===== src/rtl/bmma_pkg.sv =====
package bmma_pkg;

  localparam int MAX_ORDER = 8;
  localparam int IDX_W     = $clog2(MAX_ORDER);
  localparam int ADDR_W    = 2 * IDX_W;
  localparam int DEPTH     = MAX_ORDER * MAX_ORDER;
  localparam int ORD_W     = 4;
  localparam int AB_W      = 16;
  localparam int PROD_W    = 2 * AB_W;
  localparam int C_W       = 48;

  localparam logic [1:0] REQ_LOAD  = 2'd0;
  localparam logic [1:0] REQ_CLEAR = 2'd1;
  localparam logic [1:0] REQ_ACC   = 2'd2;
  localparam logic [1:0] REQ_READ  = 2'd3;

  localparam logic signed [C_W-1:0] C_MAX = {1'b0, {(C_W-1){1'b1}}};
  localparam logic signed [C_W-1:0] C_MIN = {1'b1, {(C_W-1){1'b0}}};

  typedef struct packed {
    logic             ab_wr;     // write A and B entry at the request index
    logic             c_clr;     // drop every C entry and flag
    logic             c_rd_req;  // read C at the request index
    logic             c_rd_acc;  // read C at (i, j)
    logic             ab_rd;     // issue A(i, k) and B(k, j) reads
    logic             acc_load;  // load accumulator from C read data
    logic             c_wr;      // write accumulator back to C(i, j)
    logic             out_load;  // move C read data to the output register
    logic [IDX_W-1:0] i;
    logic [IDX_W-1:0] j;
    logic [IDX_W-1:0] k;
  } dp_cmd_t;

  typedef struct packed {
    logic pipe_busy;  // products still in flight
    logic out_free;   // output register can take a result
  } dp_status_t;

  // Last valid index for the configured order: zero acts as one, too large
  // clamps to MAX_ORDER.
  function automatic logic [IDX_W-1:0] act_last(input logic [ORD_W-1:0] ord);
    logic [ORD_W-1:0] n;
    if (ord == '0) begin
      n = ORD_W'(1);
    end else if (ord > ORD_W'(MAX_ORDER)) begin
      n = ORD_W'(MAX_ORDER);
    end else begin
      n = ord;
    end
    return IDX_W'(n - ORD_W'(1));
  endfunction

endpackage


===== src/rtl/bmma_ctrl.sv =====
module bmma_ctrl (
  input  logic                        clk,
  input  logic                        rst_n,
  input  logic                        in_valid,
  output logic                        in_ready,
  input  logic [1:0]                  in_req_type,
  input  logic [bmma_pkg::IDX_W-1:0]  last,
  input  bmma_pkg::dp_status_t        status,
  output bmma_pkg::dp_cmd_t           cmd
);
  import bmma_pkg::*;

  localparam logic [2:0] ST_IDLE   = 3'd0;
  localparam logic [2:0] ST_RD_OUT = 3'd1;
  localparam logic [2:0] ST_C_RD   = 3'd2;
  localparam logic [2:0] ST_K_RUN  = 3'd3;
  localparam logic [2:0] ST_DRAIN  = 3'd4;

  logic [2:0]       state_r, state_nxt;
  logic [IDX_W-1:0] i_r, i_nxt, j_r, j_nxt, k_r, k_nxt;
  logic             accept;

  assign in_ready = (state_r == ST_IDLE);
  assign accept   = in_valid && in_ready;

  always_comb begin
    state_nxt = state_r;
    i_nxt     = i_r;
    j_nxt     = j_r;
    k_nxt     = k_r;
    cmd       = '0;
    cmd.i     = i_r;
    cmd.j     = j_r;
    cmd.k     = k_r;
    case (state_r)
      ST_IDLE: begin
        if (accept) begin
          case (in_req_type)
            REQ_LOAD:  cmd.ab_wr = 1'b1;
            REQ_CLEAR: cmd.c_clr = 1'b1;
            REQ_ACC: begin
              i_nxt     = '0;
              j_nxt     = '0;
              state_nxt = ST_C_RD;
            end
            REQ_READ: begin
              cmd.c_rd_req = 1'b1;
              state_nxt    = ST_RD_OUT;
            end
            default: state_nxt = ST_IDLE;
          endcase
        end
      end
      ST_RD_OUT: begin
        if (status.out_free) begin
          cmd.out_load = 1'b1;
          state_nxt    = ST_IDLE;
        end
      end
      ST_C_RD: begin
        cmd.c_rd_acc = 1'b1;
        k_nxt        = '0;
        state_nxt    = ST_K_RUN;
      end
      ST_K_RUN: begin
        cmd.ab_rd    = 1'b1;
        cmd.acc_load = (k_r == '0);
        if (k_r == last) begin
          state_nxt = ST_DRAIN;
        end else begin
          k_nxt = k_r + 1'b1;
        end
      end
      ST_DRAIN: begin
        if (!status.pipe_busy) begin
          cmd.c_wr = 1'b1;
          if (j_r == last) begin
            j_nxt = '0;
            if (i_r == last) begin
              state_nxt = ST_IDLE;
            end else begin
              i_nxt     = i_r + 1'b1;
              state_nxt = ST_C_RD;
            end
          end else begin
            j_nxt     = j_r + 1'b1;
            state_nxt = ST_C_RD;
          end
        end
      end
      default: state_nxt = ST_IDLE;
    endcase
  end

  always_ff @(posedge clk) begin
    if (!rst_n) begin
      state_r <= ST_IDLE;
    end else begin
      state_r <= state_nxt;
    end
  end

  always_ff @(posedge clk) begin
    i_r <= i_nxt;
    j_r <= j_nxt;
    k_r <= k_nxt;
  end

endmodule


===== config.mk =====
export PLATFORM = sky130hd
export DESIGN_NAME = bmma_ctrl
export DESIGN_NICKNAME = d
export VERILOG_FILES = /design/src/rtl/bmma_pkg.sv /design/src/rtl/bmma_ctrl.sv
export SDC_FILE = /design/constraint.sdc
export NUM_CORES = 1
export LEC_CHECK = 0
export ABC_AREA = 1
export BUFFER_PORTS_ARGS = -buffer_cell sky130_fd_sc_hd__buf_4
export CAP_MARGIN = 20
export CORE_MARGIN = 5
export CORE_UTILIZATION = 45
export CTS_BUF_LIST = sky130_fd_sc_hd__clkbuf_8
export DETAILED_ROUTE_END_ITERATION = 7
export PLACE_DENSITY = 0.72
export SLEW_MARGIN = 20
export SYNTH_ARGS = -nofsm -noshare
export SYNTH_HDL_FRONTEND = slang
export SYNTH_SLANG_ARGS = --single-unit

===== constraint.sdc =====
create_clock -name clk -period 2.9 [get_ports clk]
set_clock_uncertainty 0.1 [all_clocks]
set_input_delay 0.145 -clock clk [delete_from_list [all_inputs] [get_ports clk]]
set_output_delay 0.145 -clock clk [all_outputs]
set_load 0.005 [all_outputs]

==> flow_summary.ini, run 1 <==
[status]
status = finished clean

[drt]
drt_iter0_markers = 2
wl_mm = 1.79
vias = 790
dr.pass1.iters = 3
ant_nets = 0
wl_per_cell_um = 10.5
via_per_inst = 4.62
drc_errors = 0

[cells_and_area]
seq_area_um2 = 330
multiInputGateArea_um2 = 423
final_util = 0.644
areaGrowthSynthToFinish_pct = 33.4
drive_gt1_frac = 0.260
fillCellCount = 175
postLayoutCellArea_um2 = 1120
antenna_cells = 0
final_net_count = 161

[clocking]
ctsHoldBuffers = 0
cts_resized = 0
clock_latency_ps = 240
cts_root_buf = clkbuf_8
htreeDepth = 1
clkTransAtPathRegs_ps = 50
cts_buffers = 3
cts_setup_buffers = 0
cts_tree = yes
clock_path_buffers = 2
clock_sinks = 12

[power_and_ir_drop]
power_density_nw_per_um2 = 625
vdd_drop_max_mv = 0.382
p_leak_nw = 0.560
p_total_w = 0.000704

[critical_path]
cp_cell_sequence = xnor2_1 > nand3_1 > nand2_1 > o21ai_0 > nor3_1
critical-path-max-stage-delay_ps = 430
cp-start-kind = register
worstPathArrival_ps = 1500
slowest_stage = edfxtp_1
cp.buffers_inverters = 0
endpoint_kind = register
cp_top_family = simple AND/OR/NAND/NOR gates
cp_max_fo = 5
cp_data_required_time_ps = 2690
criticalPathCategory = reg2reg

[sta]
max_freq_ghz = 0.588
relSlewSlack = 0.719
setup_tns_ps = 0
tightest_slew_ps = 417
hold_slack_ps = 34.4
hold_viol_final = 0
min_period_ps = 1700
rsz0062_at_grt = false
setup_viol = 0
drv_slew = 0
fin_crit_sh = 0.587

[floorplanning]
ios = 28
num_rows = 15
dieArea_um2 = 2840
coreArea_um2 = 1750
dieWidth_um = 53.3
fp.dieH_um = 53.3
initial_core_util = 0.483

[place]
place.gp.congestion = 0.757
hpwl_mm = 1.55
place_area_um2 = 1070
io_buffer_count = 27

[synthesis]
synth_cells = 116
avgSynthCellArea_um2 = 7.27
synth-seq-cells = 12
syn_area_um2 = 843
syn-num-nets = 130
synth.distinct_cells = 18
ys.warnings.count = 0
synth_seq_area_share = 0.392

[grt]
grt_pass1_wl_mm = 3.13
grt_start_max_net_pins = 8
grtUsageTotal = 0.149
overflow = 0
grt_pass1_vias = 785
antenna_found_initial = 0

[flow_run]
drv_cap = 0

[hold_path]
hold_class = in2reg
worst reg2reg max path, cell delays in order, from the launching register on:
cell and delay (ps):
edfxtp_1 430, xnor2_1 180, nand3_1 100, nand2_1 130
o21ai_0 100, nor3_1 320
power breakdown:
part / switching [W] / internal, W / total [W]
Combinational: 0.000148 / 0.000122 / 0.000270
Clock: 0.0000588 / 0.000120 / 0.000179
Sequential: 0.0000362 / 0.000219 / 0.000255
Total: 0.000243 / 0.000460 / 0.000704
registers in the layout, summed over array words and instances (netlist names):
signal,cells
i_r,3
j_r,3
k_r,3
state_r,3
cell type report:
| cell class | instances | area share |
|---|---|---|
| clock buffer | 4 | 0.0489 |
| sequential | 12 | 0.294 |
| inverter | 22 | 0.0734 |
| timing repair buffer | 27 | 0.180 |
| tap | 25 | 0.0278 |
| multi-input combinational | 81 | 0.376 |
cell families after synthesis:
kind of cell,synth area share
and+or+nand+nor,0.325
buffers and inverters,0.107
DFF,0.392
AOI/OAI and AO/OA,0.0445
xor gates and xnor gates,0.0727
adders and majority gates,0.0593
metal layers:
layer  routed length [µm]  share of wire  global-route usage  vias to the layer above
met5                    0              0                   0                        -
met4                   26          0.015              0.0638                        0
met3                  100          0.056              0.0282                        4
met2                  875           0.49               0.282                       23
met1                  789           0.44               0.157                      338
li1                     -              -                   -                      425
synth_stat cells, drive strengths merged:
cell    number  share of area
ha           4          0.059
edfxtp       9           0.32
nand2       29           0.13
xnor2        7          0.073
o21ai        2          0.012
dfxtp        3          0.071
nor4         2          0.015
a31oi        2          0.015
a21oi        3          0.018
nand3b       1         0.0089
buf          1         0.0089
nand3        6          0.036
nor3         3          0.018
nor2        22           0.12
inv         22          0.098
stage by stage:
step	worst slack, ps	instances
2_1_floorplan	1310	116
3_3_place_gp	1250	167
3_5_place_dp	1200	167
4_1_cts	1180	171
5_1_grt	1000	171
6_report	1200	171
cell usage in the layout (no fill, tap or decap):
cell type,n
inv_2,4
nor2_4,2
nor2_2,1
nand3b_1,1
nor4_1,2
xnor2_1,7
a21oi_1,3
inv_1,18
nand2_1,29
ha_1,4
dfxtp_1,3
edfxtp_1,9
nor3_1,3
clkbuf_8,4
buf_4,27
nor2_1,19
nand3_1,6
a31oi_1,2
o21ai_0,2
path summary, 6_finish.rpt:
path                            slack [ps]  cells after the start    endpoint  startpoint
worst max-delay path                  1200                      5      i_r[1]      j_r[2]
worst min-delay path                    30                      3  state_r[0]       rst_n
worst max register to register        1200                      5      i_r[1]      j_r[2]
worst min register to register         480                      2  state_r[0]  state_r[0]
Power figures use the tool's default switching activity.
==> run 2, diff against run 1 <==
==> constraint.sdc (replaced) <==
create_clock -name clk -period 1.6 [get_ports clk]
set_clock_uncertainty 0.1 [all_clocks]
set_input_delay 0.08 -clock clk [delete_from_list [all_inputs] [get_ports clk]]
set_output_delay 0.08 -clock clk [all_outputs]
set_load 0.005 [all_outputs]
==> flow_summary.ini, run 2 (synthesis gave the netlist of run 1 again) <==
[status]
status = finished clean

[hold_path]
hold_path_startpoint = status[1]
min_path_cells = 3
hold_class = in2reg
whs_endpoint = state_r[2]

[cells_and_area]
final_cell_count_no_fill = 182
multiInputGateArea_um2 = 464
layout_common_cells = buf_4, nand2_1, nor2_1, inv_1, edfxtp_1
final_net_count = 172
drive_gt1_frac = 0.369
final_util = 0.719
antenna_cells = 0
areaGrowthSynthToFinish_pct = 48.8
final_common_cell = buf_4
fillCellCount = 143
seq_area_um2 = 334

[floorplanning]
num_rows = 15
fp.dieH_um = 53.3
ios = 28
coreArea_um2 = 1750
dieWidth_um = 53.3
initial_core_util = 0.483
dieArea_um2 = 2840

[drt]
dr.pass1.iters = 4
drc_errors = 0
vias = 870
wl_mm = 2.20
via_per_inst = 4.78
wl_per_cell_um = 12.1
ant_nets = 0
drt_iter0_markers = 8

[sta]
relSlewSlack = 0.729
drv_slew = 0
min_period_ps = 1560
max_freq_ghz = 0.641
hold_slack_ps = 62.0
hold_viol_final = 0
rsz0062_at_grt = true
setup_viol = 0
fin_crit_sh = 0.975
tightest_slew_ps = 404

[critical_path]
slowest_stage = edfxtp_1
worstPathArrival_ps = 1390
cp_cell_sequence = xnor2_1 > nand3_2 > nand2_2 > o21ai_2 > nor3_4
reg2reg_from = j_r[2]
r2r_setup_slack_ps = 40
endpoint_kind = register
reg2reg_to = i_r[0]
cp_max_fo = 3
critical-path-max-stage-delay_ps = 390
r2r_cells = 5
cp-start-kind = register
cp_data_required_time_ps = 1430
criticalPathCategory = reg2reg

[power_and_ir_drop]
internal_power_w = 0.000896
power_frac_comb = 0.432
p_leak_nw = 0.625
seqPwrFrac = 0.327
vdd_drop_max_mv = 0.820
p_switching_w = 0.000495
power_density_nw_per_um2 = 1110
p_total_w = 0.00139
p_sw_frac = 0.356
p_clk_frac = 0.241

[clocking]
clock_latency_ps = 250
cts_tree = yes
clkTransAtPathRegs_ps = 60
cts_root_buf = clkbuf_8
cts_buffers = 3
htreeDepth = 1
clock_path_buffers = 2
clock_sinks = 12

[place]
place.gp.congestion = 0.797
io_buffer_count = 27
place_inst = 174
hpwl_mm = 1.75

[grt]
grt_pass1_wl_mm = 3.55
grtUsageTotal = 0.171
grt_pass1_vias = 857
overflow = 0
grt_start_max_net_pins = 8
antenna_found_initial = 0

[flow_run]
drv_cap = 0
-- run 2: cell count changes in the layout (fill, tap and decap cells not counted), moves of 2 or more --
| cell | previous run | this run |
|---|---|---|
| buf_4 | 27 | 37 |
| dfxtp_1 | 3 | 0 |
| dfxtp_2 | 0 | 3 |
| nand2_1 | 29 | 27 |
| nand2_2 | 0 | 2 |
| o21ai_0 | 2 | 0 |
| o21ai_2 | 0 | 2 |
-- run 2: power by group through the flow --
stage | clock network, W | registers (W) | logic (W)
2_1_floorplan | 0 | 0.000460 | 0.000315
3_3_place_gp | 0 | 0.000453 | 0.000527
3_5_place_dp | 0 | 0.000458 | 0.000538
4_1_cts | 0.000331 | 0.000451 | 0.000547
5_1_grt | 0.000357 | 0.000465 | 0.000669
6_report | 0.000335 | 0.000455 | 0.000602
-- run 2: how the worst max path moves through the flow --
stage	from	to	slack, ps	cells after the start
after CTS	state_r[1]	cmd[10]	50	7
after floorplan	j_r[2]	i_r[0]	6	5
final	j_r[2]	i_r[0]	40	5
after global placement	j_r[1]	i_r[1]	60	5
after detailed placement	j_r[0]	i_r[1]	-60	7
after global routing	j_r[2]	i_r[1]	-30	5
-- run 2: metal layers --
metal / wire length [µm] / vias up / global-route usage
li1: - / 444 / -
met1: 854 / 393 / 0.187
met2: 1170 / 28 / 0.308
met3: 133 / 5 / 0.0394
met4: 36 / 0 / 0.0723
met5: 0 / - / 0
-- run 2: stage by stage --
stage	worst slack, ps	setup TNS, ps	area (µm²)
global route	-30.4	-88.9	1250
CTS	48.3	0	1190
global placement	61.9	0	1120
floorplan	5.56	0	843
finish	40.0	0	1250
detailed placement	-62.3	-187	1120
-- run 2: layout make-up --
class,instances,share of cell area
clock buffer,4,0.0439
timing repair buffer,38,0.229
tap,25,0.0249
inverter,22,0.0658
sequential,12,0.266
multi-input combinational,81,0.370
-- run 2: critical path: cells and delay by family, from the launching register on --
kind | cells | cell delay, ps
and+or+nand+nor | 3 | 460
DFF | 1 | 390
xor gates and xnor gates | 1 | 210
AOI/OAI and AO/OA | 1 | 70
-- run 2: what timing repair did --
| action | CTS | global route |
|---|---|---|
| hold buffers | 1 | 0 |
| endpoints found under the setup margin | 3 | 7 |
| buffers inserted | 0 | 3 |
| endpoints found under the hold margin | 2 | 0 |
| pin swaps | 0 | 3 |
| resized for setup | 1 | 13 |
